[config.mk]
export PLATFORM = sky130hd
export DESIGN_NAME = sprite_rle_row_decoder
export DESIGN_NICKNAME = d
export VERILOG_FILES = /design/src/sv/srrd_pkg.sv /design/src/sv/sprite_rle_row_decoder.sv
export SDC_FILE = /design/constraint.sdc
export NUM_CORES = 1
export LEC_CHECK = 0
export BUFFER_PORTS_ARGS = -buffer_cell sky130_fd_sc_hd__buf_4
export CORE_ASPECT_RATIO = 1.2
export CORE_MARGIN = 8
export CORE_UTILIZATION = 61
export DETAILED_ROUTE_END_ITERATION = 16
export HOLD_SLACK_MARGIN = 0.03
export PLACE_DENSITY_LB_ADDON = 0.05
export SLEW_MARGIN = 10
export SYNTH_ARGS = -nofsm -noshare
export SYNTH_HDL_FRONTEND = slang
export SYNTH_SLANG_ARGS = --single-unit
export TNS_END_PERCENT = 1
[constraint.sdc]
create_clock -name clk -period 11.7 [get_ports clk]
set_input_delay 1.17 -clock clk [delete_from_list [all_inputs] [get_ports clk]]
set_output_delay 1.17 -clock clk [all_outputs]
set_load 0.01 [all_outputs]
[src/sv/srrd_pkg.sv]
`default_nettype none
// ----------------------------------------------------------------------------
// srrd_pkg
// Types and codes shared by the sprite row decoder: parse phases, span kinds,
// terminator codes, opcode boundaries and the result record.
// ----------------------------------------------------------------------------
package srrd_pkg;

  typedef enum logic [2:0] {
    PH_HDR0  = 3'd0,
    PH_HDR1  = 3'd1,
    PH_OP    = 3'd2,
    PH_EXT   = 3'd3,
    PH_PAY   = 3'd4,
    PH_IDX   = 3'd5,
    PH_PAIR  = 3'd6,
    PH_DRAIN = 3'd7
  } phase_t;

  localparam logic [2:0] KIND_SKIP    = 3'd0;
  localparam logic [2:0] KIND_LITERAL = 3'd1;
  localparam logic [2:0] KIND_RECOLOR = 3'd2;
  localparam logic [2:0] KIND_ALPHA   = 3'd3;
  localparam logic [2:0] KIND_IDXA    = 3'd4;

  localparam logic [1:0] TERM_NONE   = 2'd0;
  localparam logic [1:0] TERM_ROW    = 2'd1;
  localparam logic [1:0] TERM_SPRITE = 2'd2;
  localparam logic [1:0] TERM_BAD    = 2'd3;

  localparam logic [7:0] OP_ROW_END    = 8'h00;
  localparam logic [7:0] OP_RECOLOR    = 8'h80;
  localparam logic [7:0] OP_ALPHA      = 8'ha0;
  localparam logic [7:0] OP_IDXA       = 8'hb0;
  localparam logic [7:0] OP_SPRITE_END = 8'hc0;
  localparam logic [7:0] HDR_MASK      = 8'h7f;
  localparam logic [7:0] SKIP_MASK     = 8'h3f;

  typedef struct packed {
    logic [2:0]  kind;
    logic [15:0] x;
    logic [7:0]  count;
    logic [7:0]  val_a;
    logic [7:0]  val_b;
    logic        row_end;
    logic [1:0]  term;
    logic [14:0] length;
    logic        bad;
  } result_t;

endpackage
`default_nettype wire

[src/sv/sprite_rle_row_decoder.sv]
`default_nettype none
// ----------------------------------------------------------------------------
// sprite_rle_row_decoder
// Streaming parser for run-length coded sprite rows, one byte per cycle while in_stall is low.
// ----------------------------------------------------------------------------
// Usage:
//   in_byte / in_valid / in_stall carries the encoded row stream, header
//   first. A byte is taken at a clock edge with in_valid high and in_stall low.
//   out_* / out_valid / out_stall carries spans, pixels and end-of-row
//   results; a result moves when out_valid is high and out_stall is low.
//   cfg_data / cfg_valid / cfg_ready writes row_width; cfg_ready is always
//   high, so write it only while no byte or result is in flight.
// Throughput: one byte per cycle while in_stall is low; the parse update is combinational.
// Each result is registered in the output register, or in the skid register while the output stalls.
// Stall: the output register is backed by a skid register, so a byte is still
//   taken in the cycle the receiver first stalls; in_stall rises only when the
//   skid register holds a result, and drops once the output register drains.
// Reset (rst_n low, synchronous): no result pending, parser waits for a header
//   byte, row_width is 0 and all parse state is cleared.
// ----------------------------------------------------------------------------
module sprite_rle_row_decoder (
  input  wire logic        clk,
  input  wire logic        rst_n,
  input  wire logic        in_valid,
  output logic             in_stall,
  input  wire logic [7:0]  in_byte,
  output logic             out_valid,
  input  wire logic        out_stall,
  output logic [2:0]       out_span_kind,
  output logic [15:0]      out_span_x,
  output logic [7:0]       out_span_count,
  output logic [7:0]       out_value_a,
  output logic [7:0]       out_value_b,
  output logic             out_row_end,
  output logic [1:0]       out_row_term,
  output logic [14:0]      out_row_length,
  output logic             out_malformed,
  input  wire logic        cfg_valid,
  output logic             cfg_ready,
  input  wire logic [15:0] cfg_data
);
  import srrd_pkg::*;

  // configuration
  logic [15:0] row_width_r;

  // parse state
  phase_t      phase_r, phase_nxt;
  logic [14:0] bytes_left_r, bytes_left_nxt;
  logic [15:0] column_r, column_nxt;
  logic [2:0]  run_kind_r, run_kind_nxt;
  logic [7:0]  run_left_r, run_left_nxt;
  logic [1:0]  tint_r, tint_nxt;
  logic [7:0]  held_index_r, held_index_nxt;
  logic [6:0]  header_high_r, header_high_nxt;
  logic [1:0]  saved_term_r, saved_term_nxt;
  logic [14:0] row_len_r, row_len_nxt;

  // output and skid registers
  logic    out_valid_r, skid_valid_r;
  result_t out_r, skid_r;

  logic    in_accept, out_free;
  result_t res;
  logic    res_valid;

  // combinational parse signals
  logic [14:0] bl_dec;
  logic [7:0]  cnt_field;
  logic [7:0]  run_n;
  logic [2:0]  run_k;
  logic [2:0]  op_kind;
  logic [8:0]  need_n;
  logic [7:0]  width_n;
  logic        need_ok, width_ok;
  logic [16:0] width_sum;
  logic [14:0] hdr_len;
  logic        hdr_short;
  logic        do_emit, do_stop, end_row, bad;
  logic [1:0]  stop_code, term;
  logic [2:0]  emit_kind;
  logic [7:0]  emit_n, emit_a, emit_b;

  assign in_accept = in_valid & ~skid_valid_r;
  assign in_stall  = skid_valid_r;
  assign out_free  = ~out_valid_r | ~out_stall;
  assign cfg_ready = 1'b1;

  always_comb begin
    bl_dec    = bytes_left_r - 15'd1;
    cnt_field = (in_byte < OP_ALPHA) ? {5'd0, in_byte[2:0]} : {4'd0, in_byte[3:0]};
    if (in_byte < OP_ALPHA) begin
      op_kind = KIND_RECOLOR;
    end else if (in_byte < OP_IDXA) begin
      op_kind = KIND_ALPHA;
    end else begin
      op_kind = KIND_IDXA;
    end
    run_n = (phase_r == PH_EXT) ? in_byte : cnt_field;
    run_k = (phase_r == PH_EXT) ? run_kind_r : op_kind;

    // payload bytes still needed after this one
    if (phase_r == PH_OP && in_byte < OP_RECOLOR) begin
      need_n = {1'b0, in_byte};
    end else if (run_k == KIND_ALPHA) begin
      need_n = {1'b0, run_n};
    end else if (run_k == KIND_IDXA) begin
      need_n = {run_n, 1'b0};
    end else begin
      need_n = 9'd0;
    end

    if (phase_r == PH_EXT || in_byte < OP_RECOLOR) begin
      width_n = in_byte;
    end else if (in_byte < OP_SPRITE_END) begin
      width_n = cnt_field;
    end else begin
      width_n = in_byte & SKIP_MASK;
    end
    width_sum = {1'b0, column_r} + {9'd0, width_n};
    width_ok  = width_sum <= {1'b0, row_width_r};
    need_ok   = {6'd0, need_n} <= bl_dec;

    hdr_len   = (phase_r == PH_HDR0) ? {7'd0, in_byte} : {header_high_r, in_byte};
    hdr_short = (phase_r == PH_HDR0) ? (hdr_len == 15'd0) : (hdr_len < 15'd2);
  end

  always_comb begin
    phase_nxt       = phase_r;
    bytes_left_nxt  = bytes_left_r;
    column_nxt      = column_r;
    run_kind_nxt    = run_kind_r;
    run_left_nxt    = run_left_r;
    tint_nxt        = tint_r;
    held_index_nxt  = held_index_r;
    header_high_nxt = header_high_r;
    saved_term_nxt  = saved_term_r;
    row_len_nxt     = row_len_r;
    do_emit   = 1'b0;
    do_stop   = 1'b0;
    stop_code = TERM_BAD;
    emit_kind = KIND_SKIP;
    emit_n    = 8'd0;
    emit_a    = 8'd0;
    emit_b    = 8'd0;
    end_row   = 1'b0;
    bad       = 1'b0;
    term      = TERM_NONE;

    if (in_accept) begin
      if (phase_r == PH_HDR0 || phase_r == PH_HDR1) begin
        if (phase_r == PH_HDR0 && in_byte[7]) begin
          header_high_nxt = in_byte[6:0];
          phase_nxt       = PH_HDR1;
        end else begin
          row_len_nxt    = hdr_len;
          column_nxt     = 16'd0;
          saved_term_nxt = TERM_NONE;
          run_left_nxt   = 8'd0;
          if (hdr_short) begin
            end_row        = 1'b1;
            bad            = 1'b1;
            bytes_left_nxt = 15'd0;
            phase_nxt      = PH_HDR0;
          end else begin
            bytes_left_nxt = (phase_r == PH_HDR0) ? hdr_len - 15'd1 : hdr_len - 15'd2;
            if (bytes_left_nxt == 15'd0) begin
              end_row   = 1'b1;
              phase_nxt = PH_HDR0;
            end else begin
              phase_nxt = PH_OP;
            end
          end
        end
      end else begin
        bytes_left_nxt = bl_dec;
        unique case (phase_r)
          PH_OP: begin
            if (in_byte == OP_ROW_END) begin
              do_stop   = 1'b1;
              stop_code = TERM_ROW;
            end else if (in_byte == OP_SPRITE_END) begin
              do_stop   = 1'b1;
              stop_code = TERM_SPRITE;
            end else if (in_byte < OP_RECOLOR) begin
              run_kind_nxt = KIND_LITERAL;
              if (!need_ok || !width_ok) begin
                do_stop = 1'b1;
              end else begin
                run_left_nxt = in_byte;
                phase_nxt    = PH_PAY;
              end
            end else if (in_byte < OP_SPRITE_END) begin
              run_kind_nxt = op_kind;
              if (in_byte < OP_ALPHA) begin
                tint_nxt = in_byte[4:3];
              end
              if (cnt_field == 8'd0) begin
                // count follows in an extension byte
                if (bl_dec == 15'd0) begin
                  do_stop = 1'b1;
                end else begin
                  phase_nxt = PH_EXT;
                end
              end else if (!need_ok || !width_ok) begin
                do_stop = 1'b1;
              end else if (op_kind == KIND_RECOLOR) begin
                do_emit   = 1'b1;
                emit_kind = KIND_RECOLOR;
                emit_n    = cnt_field;
                emit_a    = {6'd0, tint_nxt};
              end else begin
                run_left_nxt = cnt_field;
                phase_nxt    = (op_kind == KIND_ALPHA) ? PH_PAY : PH_IDX;
              end
            end else begin
              if (!width_ok) begin
                do_stop = 1'b1;
              end else begin
                do_emit   = 1'b1;
                emit_kind = KIND_SKIP;
                emit_n    = in_byte & SKIP_MASK;
              end
            end
          end
          PH_EXT: begin
            if (!need_ok || !width_ok) begin
              do_stop = 1'b1;
            end else begin
              phase_nxt = PH_OP;
              if (run_n != 8'd0) begin
                if (run_k == KIND_RECOLOR) begin
                  do_emit   = 1'b1;
                  emit_kind = KIND_RECOLOR;
                  emit_n    = run_n;
                  emit_a    = {6'd0, tint_r};
                end else begin
                  run_left_nxt = run_n;
                  phase_nxt    = (run_k == KIND_ALPHA) ? PH_PAY : PH_IDX;
                end
              end
            end
          end
          PH_PAY: begin
            do_emit      = 1'b1;
            emit_kind    = run_kind_r;
            emit_n       = 8'd1;
            emit_a       = in_byte;
            run_left_nxt = run_left_r - 8'd1;
            if (run_left_nxt == 8'd0) begin
              phase_nxt = PH_OP;
            end
          end
          PH_IDX: begin
            held_index_nxt = in_byte;
            phase_nxt      = PH_PAIR;
          end
          PH_PAIR: begin
            do_emit      = 1'b1;
            emit_kind    = KIND_IDXA;
            emit_n       = 8'd1;
            emit_a       = held_index_r;
            emit_b       = in_byte;
            run_left_nxt = run_left_r - 8'd1;
            phase_nxt    = (run_left_nxt == 8'd0) ? PH_OP : PH_IDX;
          end
          PH_DRAIN: begin
          end
          PH_HDR0, PH_HDR1: begin
          end
          default: begin
          end
        endcase

        if (do_stop) begin
          saved_term_nxt = stop_code;
          phase_nxt      = PH_DRAIN;
        end
        if (do_emit) begin
          column_nxt = column_r + {8'd0, emit_n};
        end

        if (bl_dec == 15'd0) begin
          end_row = 1'b1;
          if (phase_nxt == PH_DRAIN) begin
            if (saved_term_nxt == TERM_BAD) begin
              bad = 1'b1;
            end else begin
              term = saved_term_nxt;
            end
          end else if (phase_nxt != PH_OP) begin
            bad = 1'b1;
          end
          phase_nxt = PH_HDR0;
        end
      end
    end
  end

  always_comb begin
    res_valid   = do_emit | end_row;
    res.kind    = emit_kind;
    res.x       = do_emit ? column_r : column_nxt;
    res.count   = emit_n;
    res.val_a   = emit_a;
    res.val_b   = emit_b;
    res.row_end = end_row;
    res.term    = end_row ? term : TERM_NONE;
    res.length  = end_row ? row_len_nxt : 15'd0;
    res.bad     = end_row & bad;
  end

  always_ff @(posedge clk) begin
    if (!rst_n) begin
      row_width_r   <= 16'd0;
      phase_r       <= PH_HDR0;
      bytes_left_r  <= 15'd0;
      column_r      <= 16'd0;
      run_kind_r    <= KIND_SKIP;
      run_left_r    <= 8'd0;
      tint_r        <= 2'd0;
      held_index_r  <= 8'd0;
      header_high_r <= 7'd0;
      saved_term_r  <= TERM_NONE;
      row_len_r     <= 15'd0;
    end else begin
      if (cfg_valid && cfg_ready) begin
        row_width_r <= cfg_data;
      end
      phase_r       <= phase_nxt;
      bytes_left_r  <= bytes_left_nxt;
      column_r      <= column_nxt;
      run_kind_r    <= run_kind_nxt;
      run_left_r    <= run_left_nxt;
      tint_r        <= tint_nxt;
      held_index_r  <= held_index_nxt;
      header_high_r <= header_high_nxt;
      saved_term_r  <= saved_term_nxt;
      row_len_r     <= row_len_nxt;
    end
  end

  // output register with skid stage
  always_ff @(posedge clk) begin
    if (!rst_n) begin
      out_valid_r  <= 1'b0;
      skid_valid_r <= 1'b0;
    end else if (skid_valid_r) begin
      if (out_free) begin
        out_valid_r  <= 1'b1;
        skid_valid_r <= 1'b0;
      end
    end else if (out_free) begin
      out_valid_r <= res_valid;
    end else if (res_valid) begin
      skid_valid_r <= 1'b1;
    end
  end

  always_ff @(posedge clk) begin
    if (skid_valid_r) begin
      if (out_free) begin
        out_r <= skid_r;
      end
    end else if (out_free) begin
      out_r <= res;
    end else if (res_valid) begin
      skid_r <= res;
    end
  end

  assign out_valid      = out_valid_r;
  assign out_span_kind  = out_r.kind;
  assign out_span_x     = out_r.x;
  assign out_span_count = out_r.count;
  assign out_value_a    = out_r.val_a;
  assign out_value_b    = out_r.val_b;
  assign out_row_end    = out_r.row_end;
  assign out_row_term   = out_r.term;
  assign out_row_length = out_r.length;
  assign out_malformed  = out_r.bad;

endmodule
`default_nettype wire
Yosys cells after proc, flatten, opt, wreduce, memory -nomap -nowiden:

Cells that the tools add are included.

* divide/modulo/power cells: 0
* equal/unequal tests: 25
* magnitude comparators: 7
* shifts and indexed selects: 0
* $add $sub $neg: 6
* reductions and logical operators: 25
* $mul: 0
* multiplexer cells: 176
* bitwise logic cells: 12

Operator list (count)
* 8-bit two-way mux: 31
* 62-bit two-way mux: 3
* 15-bit two-way mux: 9
* 3-bit two-way mux: 30
* 16-bit two-way mux: 5
* 2-bit two-way mux: 33
* 1-bit two-way mux: 49
* 8-bit one-hot mux with 3 select lines: 2
* 15-bit logical NOT: 3
* 8-bit less-than comparator, second input constant: 4
* 8-bit one-hot mux with 4 select lines: 1
* 15-bit by 1-bit subtractor with 15-bit output, second input constant: 2
* 9-bit two-way mux: 3
* 8-bit logical NOT: 3
* 3-bit by 2-bit == test with 1-bit output, second input constant: 6
* 16-bit by 8-bit adder with 17-bit output: 1
* 17-bit by 16-bit <= comparator with 1-bit output: 1
* 16-bit by 8-bit adder with 16-bit output: 1
* 4-bit two-way mux: 4
* 3-bit == test, second input constant: 5
* 9-bit by 15-bit <= comparator with 1-bit output: 1
* 15-bit by 2-bit less-than comparator with 1-bit output, second input constant: 1
* 3-bit != test, second input constant: 5
* 3-bit one-hot mux with 5 select lines: 1
* other kinds (30): 47

* word-level logic and storage cells: 282
* bits in writable memories: 0
* memory bits (read-only): 0
* input bits: 29
* bits in latches: 0
* output and inout port bits: 65
* memories: 0
* register bits: 221

Longest topological paths before layout:

* depth in word-level cells: 32
* mapped depth: 31
* gate-level depth less buffers: 30

Least setup slack after synthesis:

No wires, ideal clock.

* kind: input to register
* from: in in_byte[5]
* to: reg skid_r[0] in the netlist's numbering, enable pin
* arrival time: 9.854 ns
* cell stages on the path: 20
* path buffers: 1
* setup slack: 1.275 ns
* cell sequence: clkbuf_1 > nor3_1 > a21oi_1 > ha_1 > a21o_1 > a21oi_1 > o21bai_1 > a21o_1 > a21oi_1 > nand2b_1 > xnor2_1 > ha_1 > nand4_1 > nor4_1 > a21boi_0 > a31oi_1 > nand2_1 > o31ai_2 > nand2b_1 > nor3b_1

* longest elaborated chain between the ends: 24

RTL lines
* start, declared: line sprite_rle_row_decoder.sv:26 `input wire logic [7:0] in_byte,`
* branches (longest 22 deep; another with 16-bit by 8-bit adder with 17-bit output)
* 1-bit OR *: line sprite_rle_row_decoder.sv:301 `res_valid = do_emit | end_row;`
* 3-bit AND reduction (no source line) *
* end signal, assigned: line sprite_rle_row_decoder.sv:368 `skid_r <= res;`
* end, declared: line sprite_rle_row_decoder.sv:61 `result_t out_r, skid_r;`

Mark *: on every way between the ends. The select of a mux whose other input is x is not followed.
A chain may end at the register's enable or synchronous reset.

Worst setup path in the final report:

* from: in in_byte[7]
* to: reg column_r[10]

* longest elaborated chain between the ends: 24

RTL lines
* branches (longest 22 deep; another with 16-bit by 8-bit adder with 17-bit output)
* 16-bit two-way mux *: line sprite_rle_row_decoder.sv:151 `if (phase_r == PH_HDR0 || phase_r == PH_HDR1) begin`
* 16-bit two-way mux *: line sprite_rle_row_decoder.sv:150 `if (in_accept) begin`
* end signal, assigned: line sprite_rle_row_decoder.sv:332 `column_r <= column_nxt;`
* end, declared: line sprite_rle_row_decoder.sv:50 `logic [15:0] column_r, column_nxt;`

Marked as above.

==> impl_metrics.py <==
metrics = {
    "grt": {
        "grt_pass1_vias": 9546,
        "grt_overflow_total": 0,
        "grt_usage_pct": 27.9,
        "grt_max_degree": 70,
        "grt_pass1_wl_um": 53500,
        "antenna_found_initial": 0,
    },
    "clock_tree": {
        "cts_buffers": 23,
        "cts_setup_buffers": 0,
        "insertion_delay_ns": 0.52,
        "holdBufCountCts": 0,
        "cts_resized": 0,
        "cts_tree": "done",
        "clockBufferDepth": 3,
        "cts.sinks": 221,
        "htreeDepth": 1,
        "clk_pin_slew_ns": 0.06,
        "cts_root_buffer": "clkbuf_16",
    },
    "setup_path": {
        "cp-startpoint": "in_byte[7]",
        "cp.arrival_ns": 8.14,
        "cp_slowest_cell": "a21oi_1",
        "path_buf_inv": 2,
        "worst_setup_path_end_kind": "register",
        "reg2reg_setup_slack_ns": 4.31,
        "critPathKind": "in -> reg",
        "crit_required_ns": 12.15,
        "path_max_fanout": 25,
        "start_kind": "input port",
        "r2r-start": "phase_r[2]$_SDFFE_PN0P_",
        "cp_top_family": "compound AO/OA/AOI/OAI gates",
        "crit_top_cell": "a21oi_1",
        "critPathMaxStageDelay_ns": 0.54,
    },
    "die": {
        "rows": 56,
        "die-area_um2": 24700,
        "die_x_um": 145,
        "fp.coreArea_um2": 19500,
        "die_h_um": 170,
        "start_util_pct": 62.0,
        "ios": 94,
    },
    "yosys": {
        "synth_area_leaders": "edfxtp_1 (31%), dfxtp_1 (16%), ha_1 (5.1%), nor2_1 (5.0%), a21o_1 (3.5%)",
        "synthXorXnorAreaFrac_pct": 3.10,
        "synth_edf_count": 124,
        "synth_nets": 1324,
        "synth_top_cell_area_share_pct": 30.7,
        "synth_warnings": 0,
        "syn-cell-area_um2": 12100,
        "synthAdderAreaFrac_pct": 5.39,
        "synth.avg_cell_area_um2": 9.75,
        "synth-simple-area-share_pct": 17.5,
        "synthMuxAreaShare_pct": 4.64,
        "yosysMostFrequentCell": "nor2_1",
        "ys_ff_latch": 221,
        "ys_types": 89,
        "ys_async_sr_fraction_pct": 0,
        "synth_top_family_by_area": "compound AO/OA/AOI/OAI gates",
        "postSynthCellCount": 1244,
        "synth_compound_area_share_pct": 18.6,
        "yosysTopAreaCell": "edfxtp_1",
        "ys.flop_type": "edfxtp_1",
        "seq_area_frac_synth_pct": 46.7,
        "synth_common_cells": "nor2_1 (163), edfxtp_1 (124), dfxtp_1 (97), a21oi_1 (83), nand2_1 (81)",
    },
    "timing": {
        "finalHoldViolCount": 0,
        "slew_violations": 0,
        "finalSetupViolCount": 0,
        "setup_tns_ns": 0,
        "fin_worst_skew_ns": 0.0159,
        "worstMarginPinSlew_ns": 1.06,
        "rsz0062_at_grt": "false",
        "max_freq_mhz": 130,
        "post-route-min-period_ns": 7.70,
        "maxSlewHeadroom_pct": 29.4,
        "final_min_period_over_clock_period_pct": 65.8,
    },
    "route": {
        "drc": 0,
        "num_vias": 9934,
        "first_pass_iters": 5,
        "drt_iter0_drc": 1026,
        "ant_nets": 0,
        "wl_per_cell_um": 21.5,
        "vias_per_cell": 6.28,
        "routed_wl_um": 34000,
    },
    "final_layout": {
        "syn2layout_area_growth_pct": 13.2,
        "diodes": 0,
        "final_net_count": 1383,
        "drive_above_1_share_pct": 14.2,
        "final_core_util_pct": 70.2,
    },
    "outcome": {
        "status": "finished clean",
    },
    "placed_design": {
        "port-buffer-count": 92,
        "place_congestion": 1.02,
        "dp.final_hpwl_um": 24200,
    },
    "power": {
        "p_per_area_nw_per_um2": 136,
        "ir_drop_uv": 113,
        "power_leakage_nw": 6.01,
    },
    "run": {
        "max_cap_viol_count": 0,
    },
    "min_path": {
        "hold_path_startpoint": "bytes_left_r[14]$_SDFFE_PN0P_",
        "hold_class": "reg -> reg",
    },
}
==> final timing paths <==
| check | end | cells after the start |
|---|---|---|
| max | column_r[10]$_SDFF_PN0_ | 31 |
| min | bytes_left_r[14]$_SDFFE_PN0P_ | 2 |
| max reg2reg | column_r[10]$_SDFF_PN0_ | 29 |
| min reg2reg | bytes_left_r[14]$_SDFFE_PN0P_ | 2 |
==> layer usage <==
metal	track usage (%)	vias up	routed length, um
met3	4.88	79	2670
met4	10.2	0	1290
met2	45.9	432	16000
li1	-	4685	-
met5	0	-	0
met1	36.1	4738	14000
==> sequential cells by signal, indices dropped and copies added (netlist names), 2 cells and up <==
signal          count
out_row_term        2
header_high_r       7
out_value_b         8
out_row_length     15
out_span_kind       3
skid_r             62
run_left_r          8
out_span_count      8
column_r           16
saved_term_r        2
phase_r             3
bytes_left_r       15
tint_r              2
out_span_x         16
held_index_r        8
run_kind_r          3
row_width_r        16
out_value_a         8
row_len_r          15
==> area by class of cell <==
type	count	area [um^2]
clock buffers	29	618
clock inverters	13	169
fillers	1498	5820
inverters	48	180
multi-input cells	905	5990
flip-flops and latches	221	5670
well taps	261	327
repair buffers	104	781
==> worst reg2reg max path, delay by kind of cell (launching register included) <==
kind | cells | cell delay [ns]
DFF | 1 | 0.70
xor gates and xnor gates | 1 | 0.07
and+or+nand+nor | 6 | 2.03
AOI/OAI and AO/OA | 18 | 3.50
adders and majority gates | 4 | 1.05
==> logic make-up (layout without fill, tap and decap cells) <==
kind of cell / after synthesis / in the layout
compound gates: 331 / 331
buf+inv: 118 / 194
fa+ha+maj: 51 / 51
flops: 221 / 221
mux: 54 / 54
other cells: 1 / 1
simple gates: 426 / 426
xor+xnor: 42 / 42
==> stage by stage <==
step / cells / hold WS [ns] / total power [mW] / worst slack (ns) / area [um^2]
2_1_floorplan: 1244 / 0.450 / 1.04 / 1.27 / 12100
3_3_place_gp: 1539 / 0.461 / 1.12 / 3.82 / 12900
3_5_place_dp: 1539 / 0.473 / 1.12 / 3.57 / 12900
4_1_cts: 1581 / 0.478 / 1.87 / 4.07 / 13700
5_1_grt: 1581 / 0.501 / 1.94 / 3.09 / 13700
6_report: 1581 / 0.478 / 1.87 / 4.00 / 13700
==> cells in the final DEF, fill, tap and decap left out, types with 19 or more instances in the layout <==
master	instances
ha_1	49
o21ai_0	49
nor3_1	41
dfxtp_1	96
a21oi_1	83
buf_4	104
nor2_1	163
clkbuf_16	23
edfxtp_1	124
nand3_1	19
nand2_1	80
xnor2_1	28
a22oi_1	20
a21o_1	57
mux2i_1	39
inv_1	46
and2_1	21
==> where the power goes <==
part	switching [mW]	total [mW]	leakage, nW	internal, mW
clock network	0.297	0.759	0.388	0.462
registers	0.0184	0.847	2.22	0.828
logic	0.171	0.265	3.40	0.0941
total	0.487	1.87	6.01	1.38
Power figures use the tool's default switching activity.
